[src/sict_pkg.sv]
`timescale 1ns / 1ps
// ----------------------------------------------------------------------------
// Signed integer to decimal text: shared package
// Constants, state encoding and the control types between the top level and
// the binary-to-BCD converter.
// ----------------------------------------------------------------------------
package sict_pkg;

  localparam int unsigned ValueWidth = 32;
  localparam int unsigned NumDigits  = 10;
  localparam int unsigned DigitWidth = 4;
  localparam int unsigned BcdWidth   = NumDigits * DigitWidth;
  localparam int unsigned CharWidth  = 6;
  localparam int unsigned BitCntWidth   = $clog2(ValueWidth);
  localparam int unsigned DigitCntWidth = $clog2(NumDigits + 1);

  localparam logic [CharWidth-1:0]  CharZero  = CharWidth'(48);
  localparam logic [CharWidth-1:0]  CharMinus = CharWidth'(45);
  localparam logic [DigitWidth-1:0] DabbleMin = DigitWidth'(5);
  localparam logic [DigitWidth-1:0] DabbleAdd = DigitWidth'(3);

  typedef enum logic [4:0] {
    S_IDLE = 5'b00001,
    S_CONV = 5'b00010,
    S_SKIP = 5'b00100,
    S_SIGN = 5'b01000,
    S_EMIT = 5'b10000
  } state_e;

  typedef struct packed {
    logic                  start;
    logic [ValueWidth-1:0] magnitude;
  } conv_req_t;

  typedef struct packed {
    logic                busy;
    logic                done;
    logic [BcdWidth-1:0] bcd;
  } conv_rsp_t;

endpackage

[src/sict_bcd_conv.sv]
`timescale 1ns / 1ps
// ----------------------------------------------------------------------------
// Bit-serial binary to BCD converter
// Shifts the magnitude in one bit per cycle, most significant first, and
// corrects every BCD digit on the way (shift and add three).
// ----------------------------------------------------------------------------
module sict_bcd_conv
  import sict_pkg::*;
(
  input  logic      clk_i,
  input  logic      rst_ni,
  input  conv_req_t req_i,
  output conv_rsp_t rsp_o
);

  logic [ValueWidth-1:0]  mag_q, mag_d;
  logic [BcdWidth-1:0]    bcd_q, bcd_d;
  logic [BcdWidth-1:0]    bcd_adj;
  logic [BitCntWidth-1:0] cnt_q, cnt_d;
  logic                   busy_q, busy_d;
  logic                   done_q, done_d;
  logic                   last_bit;

  assign last_bit = (cnt_q == BitCntWidth'(ValueWidth - 1));

  always_comb begin
    for (int i = 0; i < NumDigits; i++) begin
      if (bcd_q[i*DigitWidth +: DigitWidth] >= DabbleMin) begin
        bcd_adj[i*DigitWidth +: DigitWidth] = bcd_q[i*DigitWidth +: DigitWidth] + DabbleAdd;
      end else begin
        bcd_adj[i*DigitWidth +: DigitWidth] = bcd_q[i*DigitWidth +: DigitWidth];
      end
    end
  end

  always_comb begin
    mag_d  = mag_q;
    bcd_d  = bcd_q;
    cnt_d  = cnt_q;
    busy_d = busy_q;
    done_d = 1'b0;
    if (req_i.start) begin
      mag_d  = req_i.magnitude;
      bcd_d  = '0;
      cnt_d  = '0;
      busy_d = 1'b1;
    end else if (busy_q) begin
      mag_d = {mag_q[ValueWidth-2:0], 1'b0};
      bcd_d = {bcd_adj[BcdWidth-2:0], mag_q[ValueWidth-1]};
      if (last_bit) begin
        cnt_d  = '0;
        busy_d = 1'b0;
        done_d = 1'b1;
      end else begin
        cnt_d = cnt_q + BitCntWidth'(1);
      end
    end
  end

  always_ff @(posedge clk_i or negedge rst_ni) begin
    if (!rst_ni) begin
      cnt_q  <= '0;
      busy_q <= 1'b0;
      done_q <= 1'b0;
    end else begin
      cnt_q  <= cnt_d;
      busy_q <= busy_d;
      done_q <= done_d;
    end
  end

  always_ff @(posedge clk_i) begin
    mag_q <= mag_d;
    bcd_q <= bcd_d;
  end

  assign rsp_o.busy = busy_q;
  assign rsp_o.done = done_q;
  assign rsp_o.bcd  = bcd_q;

  a_idle_cnt_zero : assert property (@(posedge clk_i) disable iff (!rst_ni)
    !busy_q |-> (cnt_q == '0))
    else $error("Bit counter is nonzero while the converter is idle.");

  a_done_pulse : assert property (@(posedge clk_i) disable iff (!rst_ni)
    (done_q && !req_i.start) |=> !done_q)
    else $error("Conversion done lasts longer than one cycle.");

  a_start_busy : assert property (@(posedge clk_i) disable iff (!rst_ni)
    req_i.start |=> busy_q)
    else $error("Converter did not start after a start request.");

endmodule

[src/signed_int_to_decimal_ascii.sv]
`timescale 1ns / 1ps
// ----------------------------------------------------------------------------
// Signed integer to decimal ASCII text
// Converts one signed 32-bit value to its decimal characters, sign first,
// most significant digit first, without leading zeros.
// ----------------------------------------------------------------------------
// After a request is taken, the magnitude is converted to BCD bit-serially,
// suppressed leading zeros are shifted out one at a time, then the characters follow.
// A new request is taken only in idle, after the last character has been sent;
// characters go out one per cycle while out_ready_i is high.
// Reset: asynchronous, active low; returns the controller to idle, no data kept.
module signed_int_to_decimal_ascii
  import sict_pkg::*;
(
  input  logic                  clk_i,
  input  logic                  rst_ni,
  input  logic                  in_valid_i,
  output logic                  in_ready_o,
  input  logic [ValueWidth-1:0] value_i,
  output logic                  out_valid_o,
  input  logic                  out_ready_i,
  output logic [CharWidth-1:0]  text_char_o,
  output logic                  last_char_o
);

  state_e                   state_q, state_d;
  logic                     neg_q, neg_d;
  logic [BcdWidth-1:0]      digits_q, digits_d;
  logic [DigitCntWidth-1:0] left_q, left_d;
  logic [DigitWidth-1:0]    top_digit;
  logic                     in_accept;
  logic                     out_accept;
  conv_req_t                conv_req;
  conv_rsp_t                conv_rsp;

  assign in_ready_o  = (state_q == S_IDLE);
  assign in_accept   = in_valid_i && in_ready_o;
  assign out_valid_o = (state_q == S_SIGN) || (state_q == S_EMIT);
  assign out_accept  = out_valid_o && out_ready_i;
  assign top_digit   = digits_q[BcdWidth-1 -: DigitWidth];

  assign conv_req.start     = in_accept;
  assign conv_req.magnitude = value_i[ValueWidth-1] ? (ValueWidth'(0) - value_i) : value_i;

  sict_bcd_conv u_conv (
    .clk_i  (clk_i),
    .rst_ni (rst_ni),
    .req_i  (conv_req),
    .rsp_o  (conv_rsp)
  );

  always_comb begin
    if (state_q == S_SIGN) begin
      text_char_o = CharMinus;
      last_char_o = 1'b0;
    end else begin
      text_char_o = CharZero | CharWidth'(top_digit);
      last_char_o = (left_q == DigitCntWidth'(1));
    end
  end

  always_comb begin
    state_d  = state_q;
    neg_d    = neg_q;
    digits_d = digits_q;
    left_d   = left_q;
    case (state_q)
      S_IDLE: begin
        if (in_accept) begin
          neg_d   = value_i[ValueWidth-1];
          state_d = S_CONV;
        end
      end
      S_CONV: begin
        if (conv_rsp.done) begin
          digits_d = conv_rsp.bcd;
          left_d   = DigitCntWidth'(NumDigits);
          state_d  = S_SKIP;
        end
      end
      S_SKIP: begin
        if ((top_digit == '0) && (left_q > DigitCntWidth'(1))) begin
          digits_d = {digits_q[BcdWidth-DigitWidth-1:0], DigitWidth'(0)};
          left_d   = left_q - DigitCntWidth'(1);
        end else if (neg_q) begin
          state_d = S_SIGN;
        end else begin
          state_d = S_EMIT;
        end
      end
      S_SIGN: begin
        if (out_accept) begin
          state_d = S_EMIT;
        end
      end
      S_EMIT: begin
        if (out_accept) begin
          digits_d = {digits_q[BcdWidth-DigitWidth-1:0], DigitWidth'(0)};
          left_d   = left_q - DigitCntWidth'(1);
          if (left_q == DigitCntWidth'(1)) begin
            state_d = S_IDLE;
          end
        end
      end
      default: begin
        state_d = S_IDLE;
      end
    endcase
  end

  always_ff @(posedge clk_i or negedge rst_ni) begin
    if (!rst_ni) begin
      state_q <= S_IDLE;
      left_q  <= '0;
    end else begin
      state_q <= state_d;
      left_q  <= left_d;
    end
  end

  always_ff @(posedge clk_i) begin
    neg_q    <= neg_d;
    digits_q <= digits_d;
  end

  a_accept_to_conv : assert property (@(posedge clk_i) disable iff (!rst_ni)
    in_accept |=> (state_q == S_CONV))
    else $error("Controller did not enter conversion after a request.");

  a_emit_has_digits : assert property (@(posedge clk_i) disable iff (!rst_ni)
    (state_q == S_EMIT) |-> (left_q != '0))
    else $error("Emitting a character with no digits left.");

  a_conv_busy : assert property (@(posedge clk_i) disable iff (!rst_ni)
    conv_rsp.busy |-> (state_q == S_CONV))
    else $error("Converter is busy outside the conversion state.");

  a_out_not_ready : assert property (@(posedge clk_i) disable iff (!rst_ni)
    out_valid_o |-> !in_ready_o)
    else $error("Input taken while characters are still being sent.");

endmodule

[config.mk]
export PLATFORM = sky130hd
export DESIGN_NAME = signed_int_to_decimal_ascii
export DESIGN_NICKNAME = d
export VERILOG_FILES = /design/src/sict_pkg.sv /design/src/sict_bcd_conv.sv /design/src/signed_int_to_decimal_ascii.sv
export SDC_FILE = /design/constraint.sdc
export NUM_CORES = 1
export LEC_CHECK = 0
export BUFFER_PORTS_ARGS = -buffer_cell sky130_fd_sc_hd__buf_2
export CORE_MARGIN = 1.5
export CORE_UTILIZATION = 55
export DETAILED_ROUTE_END_ITERATION = 7
export PLACE_DENSITY = 0.73
export SLEW_MARGIN = 5
export SYNTH_ARGS = -nofsm -noshare
export SYNTH_HDL_FRONTEND = slang
export SYNTH_HIERARCHICAL = 1
export SYNTH_SLANG_ARGS = --single-unit
[constraint.sdc]
create_clock -name clk_i -period 3.2 [get_ports clk_i]
set_clock_uncertainty 0.2 [all_clocks]
set_input_delay 0.64 -clock clk_i [delete_from_list [all_inputs] [get_ports clk_i]]
set_output_delay 0.64 -clock clk_i [all_outputs]
set_load 0.02 [all_outputs]
==> impl_metrics.ini, run 1 <==
[status]
status = finished clean

[die]
core.rowCount = 41
die_area_mm2 = 0.0139
die_h_um = 118
ios = 45
coreArea_mm2 = 0.0127
initial_core_util_pct = 56.9
die_w_um = 118

[logic_synthesis]
yosys_warnings = 6
synthCells = 658
syn_nets = 719
avgSynthCellArea_um2 = 11.0
syn_area_mm2 = 0.00724

[timing]
relSlewSlack_pct = 48.3
finalCritPeriodShare_pct = 85.9
maxSlewViolCount = 0
setup_tns_ns = 0
setup_viol = 0
fin_crit_ns = 2.75
worst_pin_slew_ns = 0.774
hold_viol = 0
rsz0062_at_grt = false
fmax_ghz = 0.364

[power_and_ir_drop]
ir_worst_vdd_mv = 0.489
p_leak_uw = 0.00312
totalPowerFinal_uw = 7500
power_density_mw_per_mm2 = 921

[finish]
drive_gt1_share_pct = 26.9
antenna-diode-count = 0
post-route-cell-area_mm2 = 0.00814
fin_util_pct = 64.0
fillCellCount = 1027
area_growth_pct = 12.4
nets = 754

[clocking]
cts_setup_buffers = 0
numCtsBuffers = 17
cts_resized = 0
cts_buffer_depth = 2
clk_pin_slew_ns = 0.06
root_buffer = clkbuf_16
h-tree-depth = 4
ctsHoldBuffers = 1
clk_latency_ns = 0.42
cts_tree = yes
cts_num_sinks = 129

[critical_path]
timing.rr.end = digits_q[13]
cp_num_buf_inv = 1
reg2reg_slack_ns = 0.71
crit_path_max_fanout = 10
worst_path_dominant_cell_family = simple AND/OR/NAND/NOR gates
cp_slowest_cell = dfrtp_1
rr_startpoint = digits_q[39]
path_class = flip-flop to primary output
required_ns = 2.36
cp_cell_sequence = nor3_1 -> nand3b_1 -> and2_1 -> buf_2
rr_worst_depth = 5
critPathArrivalTime_ns = 1.91
critical_path.max_stage_delay_ns = 0.42
endpoint_kind = primary output
critPathLaunchType = flip-flop

[drt]
drt-vias-per-instance = 5.90
routed_wl_um = 13800
ant_nets = 0
drt_iter0_drc = 443
via_count = 5179
wl_per_cell_um = 15.8
route.detailed.drc = 0
firstDrtPassIters = 5

[placed_design]
place_hpwl_um = 9040
io_buffers = 43
placed_area_mm2 = 0.00755
place_congestion = 0.810

[global_route]
grtUsageTotal_pct = 21.1
grt_pass1_vias = 5168
grt_overflow = 0
grt_max_degree = 64
antenna_found_initial = 0
grt_pass1_wl_um = 23800

[worst_hold_path]
min_path_type = input port to flip-flop
hold_path_end = state_q[3]
worst_hold_path.num_cells = 2
min_from = out_ready_i

[job]
cap_violations = 0
[placed cells by master (no fill, tap or decap), types with 4 or more instances in the layout]
master	instances
clkinv_2	5
buf_2	43
nand2_1	43
o32ai_1	8
a221oi_2	8
mux2_2	68
a311o_1	8
nor2b_1	8
buf_4	5
mux2i_1	7
nand3_1	14
ha_1	25
o221ai_1	9
nor2_1	13
o21ai_2	16
nand2b_1	21
xnor2_1	29
dfrtp_1	14
edfxtp_1	73
nand3b_1	4
or3_1	13
o21ai_0	37
nor4_1	5
clkbuf_16	18
o31ai_1	9
dfxtp_1	40
o32a_1	8
a21oi_1	44
inv_1	41
nor3_1	14
[area by class of cell]
class | count | area, um2 | area share [%]
Sequential cell | 129 | 3400 | 41.7
Clock buffer | 22 | 495 | 6.09
Tap cell | 172 | 215 | 2.64
Inverter | 42 | 158 | 1.94
Clock inverter | 10 | 80.1 | 0.984
Multi-Input combinational cell | 453 | 3510 | 43.1
Timing Repair Buffer | 50 | 283 | 3.48
[through the flow]
step                hold slack (ns)  worst slack (ns)  instances
floorplan                     0.144             0.474        658
global placement              0.261             0.210        845
detailed placement            0.265             0.153        845
CTS                           0.236             0.435        878
global route                  0.273             0.326        878
finish                        0.255             0.452        878
[worst max path at each step]
stage                  endpoint  slack [ns]  startpoint  depth (start not counted)
2_1_floorplan  u_conv/mag_q[27]        0.47  value_i[6]                          7
3_3_place_gp   u_conv/mag_q[27]        0.21  value_i[6]                          7
3_5_place_dp   u_conv/mag_q[21]        0.15  value_i[6]                          7
4_1_cts          text_char_o[1]        0.43  state_q[1]                          4
5_1_grt          text_char_o[1]        0.33  state_q[1]                          4
6_report         text_char_o[1]        0.45  state_q[1]                          4
[report_power, final]
part	total, uW	leakage (uW)	internal, uW	switching [uW]
clock network	1870	0.000285	1160	703
logic	2590	0.00158	1280	1320
registers	3040	0.00126	2570	464
total	7500	0.00312	5010	2480
[routing by layer]
metal / track usage, % / share of wire [%] / up-vias
li1: - / - / 2523
met1: 26.0 / 45 / 2524
met2: 34.8 / 49 / 122
met3: 6.78 / 4.8 / 10
met4: 7.55 / 0.69 / 0
met5: 0 / 0 / -
[sequential cells by signal (all words and copies together), names as in the netlist, 4 cells and up]
| signal | flops |
|---|---|
| u_conv/mag_q | 32 |
| u_conv/bcd_q | 40 |
| digits_q | 40 |
| u_conv/cnt_q | 5 |
| left_q | 4 |
| state_q | 5 |
(Power assumes the default switching activity.)
==> run 2: changes to the inputs <==
- ABC_AREA: unset -> 1
==> run 2 against run 1 <==
Effect of this change:
- maximum frequency up 6.2%
- worst setup slack better by 0.16 ns
- final area increased by 2.7%
- global-route usage grew 1.9 points
- routed wire length increased by 13%
- via count rose by 22%
- die area is 3.2% higher
- utilization down 0.87 points
- flip-flop and latch count did not move
- highest routed layer unchanged
==> impl_metrics.ini, run 2 <==
[status]
status = finished clean

[global_route]
grtUsageTotal_pct = 23.0
grt_overflow = 0
grt_max_degree = 45
grt_pass1_vias = 5792
grt_pass1_wl_um = 26400
antenna_found_initial = 0

[worst_hold_path]
min_from = in_valid_i
hold_path_end = state_q[0]
min_path_type = input port to flip-flop
worst_hold_path.num_cells = 4

[job]
cap_violations = 0

[drt]
ant_nets = 0
drt_iter0_drc = 491
drt-vias-per-instance = 5.11
wl_per_cell_um = 12.6
routed_wl_um = 15600
via_count = 6339
firstDrtPassIters = 6
route.detailed.drc = 0

[clocking]
cts_tree = yes
h-tree-depth = 4
clk_pin_slew_ns = 0.05
cts_buffer_depth = 2
clk_latency_ns = 0.41
cts_num_sinks = 129
numCtsBuffers = 17
root_buffer = clkbuf_16

[die]
ios = 45
die_w_um = 120
die_area_mm2 = 0.0143
initial_core_util_pct = 56.5
coreArea_mm2 = 0.0132
die_h_um = 120
core.rowCount = 42

[power_and_ir_drop]
totalPowerFinal_uw = 7300
ir_worst_vdd_mv = 0.354
p_leak_uw = 0.00413
power_density_mw_per_mm2 = 874

[critical_path]
path_class = flip-flop to primary output
reg2reg_slack_ns = 0.81
critPathLaunchType = flip-flop
crit_path_max_fanout = 5
endpoint_kind = primary output
timing.rr.end = digits_q[15]
rr_startpoint = state_q[1]
required_ns = 2.36
critPathArrivalTime_ns = 1.75
rr_worst_depth = 8

[placed_design]
place_congestion = 0.907
io_buffers = 43
placed_area_mm2 = 0.00779
place_hpwl_um = 10500

[logic_synthesis]
avgSynthCellArea_um2 = 7.39
syn_area_mm2 = 0.00748
synthCells = 1012
syn_nets = 1073
yosys_warnings = 6

[finish]
fillCellCount = 1217
final_common_cell = nand2_1
nets = 1112
area_growth_pct = 11.7
mostFrequentLayoutCells = nand2_1, inv_1, nand3_1
reg_top3 = digits_q (40), u_conv/bcd_q (40), u_conv/mag_q (32)
fin_util_pct = 63.1
post-route-cell-area_mm2 = 0.00835
drive_gt1_share_pct = 10.1
antenna-diode-count = 0

[timing]
hold_slack_ns = 0.259
rsz0062_at_grt = false
worst_pin_slew_ns = 0.618
setup_viol = 0
fmax_ghz = 0.386
maxSlewViolCount = 0
setup_tns_ns = 0
relSlewSlack_pct = 58.7
hold_viol = 0
finalCritPeriodShare_pct = 80.9
fin_crit_ns = 2.59
-- run 2: cell count changes in the layout (fill, tap and decap cells not counted), sizes merged, moves of 13 or more --
cell	before	now
a21oi	44	3
inv	43	93
mux2	68	0
nand2	44	468
nand2b	21	0
nand3	14	96
nor2	14	82
o21ai	54	37
or3	13	0
xnor2	29	7
-- run 2: what timing repair did --
item                       4_1_cts  5_1_grt
setup endpoints to repair        0        0
hold buffers                     1        0
hold endpoints to repair        15        0
gates resized for setup          0        0
setup buffers                    0        0
-- run 2: cell type report --
type | instances | area (um2) | area share (%)
Clock buffer | 27 | 504 | 6.04
Clock inverter | 5 | 52.6 | 0.629
Multi-Input combinational cell | 759 | 3530 | 42.2
Sequential cell | 129 | 3390 | 40.6
Timing Repair Buffer | 51 | 303 | 3.62
Tap cell | 176 | 220 | 2.64
Inverter | 93 | 354 | 4.24
-- run 2: worst max path at each step --
stage | startpoint | end | slack (ns) | depth (start not counted)
floorplan | left_q[0] | digits_q[0] | 0.55 | 8
CTS | state_q[0] | text_char_o[3] | 0.58 | 5
finish | state_q[0] | text_char_o[3] | 0.61 | 5
detailed placement | state_q[1] | digits_q[1] | 0.81 | 8
global route | state_q[0] | text_char_o[3] | 0.54 | 5
global placement | state_q[1] | digits_q[10] | 0.85 | 8
-- run 2: per-stage QoR --
stage,cells,setup WS [ns]
5_1_grt,1240,0.537
3_3_place_gp,1207,0.847
4_1_cts,1240,0.582
2_1_floorplan,1012,0.549
6_report,1240,0.612
3_5_place_dp,1207,0.807
-- run 2: worst max-delay path: stages, from the launching register on --
cell and delay [ns]:
dfstp_2 0.56, nor2_4 0.06, nand3_1 0.16, inv_1 0.12
or2_2 0.28, buf_2 0.16
-- run 2: where the power goes --
part	leakage [uW]	total, uW	switching [uW]	internal, uW
sequential	0.00128	2980	386	2600
clock	0.000272	1820	669	1150
combinational	0.00258	2500	1630	868
total	0.00413	7300	2680	4620
-- run 2: routing by layer --
metal	vias to the layer above	wire length [um]	global-route usage [%]
li1	3288	-	-
met1	2868	7310	29.4
met2	154	7240	37.9
met3	29	778	4.71
met4	0	288	9.67
met5	-	0	0
==> run 3: changes to the inputs <==
- clock period: 3.2 -> 2.4 ns (I/O delays scaled with it)
==> run 3 against run 2 <==
Effect of this change:
- critical endpoint unchanged
- hold slack lost 0.14 ns
- routed wire length rose by 1.2%
- sequential power rose by 33%
- worst setup slack worse by 0.53 ns
- register-to-register slack got worse by 0.63 ns
- via count up 0.30%
- flip-flop and latch count stayed put
==> impl_metrics.ini, run 3 (same netlist as run 2, synthesis figures left out) <==
[critical_path]
crit_path_max_fanout = 5
required_ns = 1.72
endpoint_kind = primary output
cp_num_cells = 5
critical_path.max_stage_delay_ns = 0.56
cp_cell_sequence = nor2_4 -> nand3_4 -> inv_2 -> or2_2 -> buf_2
critPathArrivalTime_ns = 1.64
cp_slowest_cell = dfstp_2
rr_worst_depth = 7
cp_num_buf_inv = 2
worst_path_dominant_cell_family = flip-flops
path_class = flip-flop to primary output
critPathLaunchType = flip-flop

[global_route]
grt_max_degree = 44
grtUsageTotal_pct = 23.4
antenna_found_initial = 0
grt_pass1_vias = 5900
grt_overflow = 0
grt_pass1_wl_um = 26900

[die]
die_area_mm2 = 0.0143
ios = 45
core.rowCount = 42
coreArea_mm2 = 0.0132
die_h_um = 120
initial_core_util_pct = 56.5
die_w_um = 120

[finish]
fillCellCount = 1226
antenna-diode-count = 0
instances_no_fill = 1243
reg_top3 = digits_q (40), u_conv/bcd_q (40), u_conv/mag_q (32)
drive_gt1_share_pct = 10.8
nets = 1115
final_common_cell = nand2_1
area_growth_pct = 12.3
fin_util_pct = 63.4
mostFrequentLayoutCells = nand2_1, inv_1, nand3_1

[drt]
route.detailed.drc = 0
firstDrtPassIters = 5
ant_nets = 0
wl_per_cell_um = 12.7
routed_wl_um = 15800
drt_iter0_drc = 608
via_count = 6358
drt-vias-per-instance = 5.12

[timing]
hold_viol = 0
setup_tns_ns = 0
hold_slack_ns = 0.119
setup_viol = 0
relSlewSlack_pct = 46.2
fmax_ghz = 0.431
worst_pin_slew_ns = 0.806
finalCritPeriodShare_pct = 96.7
fin_crit_ns = 2.32
maxSlewViolCount = 0
rsz0062_at_grt = false

[placed_design]
dp.cells = 1210
place_congestion = 0.929
place_hpwl_um = 10700
io_buffers = 43

[power_and_ir_drop]
power_density_mw_per_mm2 = 1170
ir_worst_vdd_mv = 0.542
p_leak_uw = 0.00413

[clocking]
clk_latency_ns = 0.42
cts_num_sinks = 129
numCtsBuffers = 17
cts_buffer_depth = 2
cts_tree = yes
clk_pin_slew_ns = 0.05
root_buffer = clkbuf_16
cts_setup_buffers = 0
h-tree-depth = 4

[status]
status = finished clean

[worst_hold_path]
worst_hold_path.num_cells = 4
min_path_type = input port to flip-flop

[job]
cap_violations = 0
## run 3: cell types whose count changed in the layout (fill, tap and decap cells not counted), sizes merged
| cell | change |
|---|---|
| clkinv | +1 |
| clkbuf | -6 |
| clkinvlp | +4 |
| bufinv | +1 |
| buf | +3 |
## run 3: stage by stage
step           setup WS (ns)  cell area [um2]  total power, uW
3_3_place_gp           0.158             7810             7240
6_report              0.0781             8400             9790
2_1_floorplan          0.109             7480             6540
5_1_grt              0.00993             8400            10600
3_5_place_dp           0.159             7810             7340
4_1_cts              0.00852             8390             9840
## run 3: path summary, 6_finish.rpt
check	slack, ns	end	startpoint
min	0.12	state_q[0]	in_valid_i
max	0.08	text_char_o[3]	state_q[0]
max in group asynchronous	1.37	state_q[0]	rst_ni
min reg2reg	0.25	u_conv/bcd_q[0]	u_conv/mag_q[31]
max reg2reg	0.18	u_conv/cnt_q[4]	state_q[2]
min in group asynchronous	0.32	state_q[3]	rst_ni
## run 3: what timing repair did
action | in CTS | in global routing
pin swaps | 0 | 0
hold endpoints to repair | 15 | 0
endpoints found under the setup margin | 3 | 3
hold buffers | 1 | 0
gates resized for setup | 1 | 2
## run 3: cell type report
cell class                      instances  area [um2]  share of cell area, %
Tap cell                              176         220                   2.62
Clock buffer                           21         450                   5.36
Sequential cell                       129        3390                   40.4
Multi-Input combinational cell        759        3540                   42.1
Timing Repair Buffer                   54         325                   3.87
Inverter                               93         358                   4.26
Clock inverter                         11         113                   1.34
## run 3: where the power goes
| part | total, uW | leakage (uW) | switching [uW] | internal (uW) |
|---|---|---|---|---|
| sequential | 3970 | 0.00128 | 507 | 3460 |
| clock | 2470 | 0.000266 | 924 | 1540 |
| combinational | 3360 | 0.00259 | 2190 | 1170 |
| total | 9790 | 0.00413 | 3620 | 6170 |
## run 3: worst reg2reg max path, delay by kind of cell (launching register included)
| kind | cells | cell delay (ns) |
|---|---|---|
| compound gates | 1 | 0.33 |
| buf+inv | 2 | 0.42 |
| flops | 1 | 0.42 |
| simple gates | 4 | 0.74 |
## run 3: metal layers
| layer | up-vias | track usage, % | share of wire (%) |
|---|---|---|---|
| li1 | 3293 | - | - |
| met1 | 2901 | 31.1 | 48 |
| met2 | 147 | 38.4 | 46 |
| met3 | 17 | 4.37 | 4.5 |
| met4 | 0 | 8.71 | 1.6 |
| met5 | - | 0 | 0 |
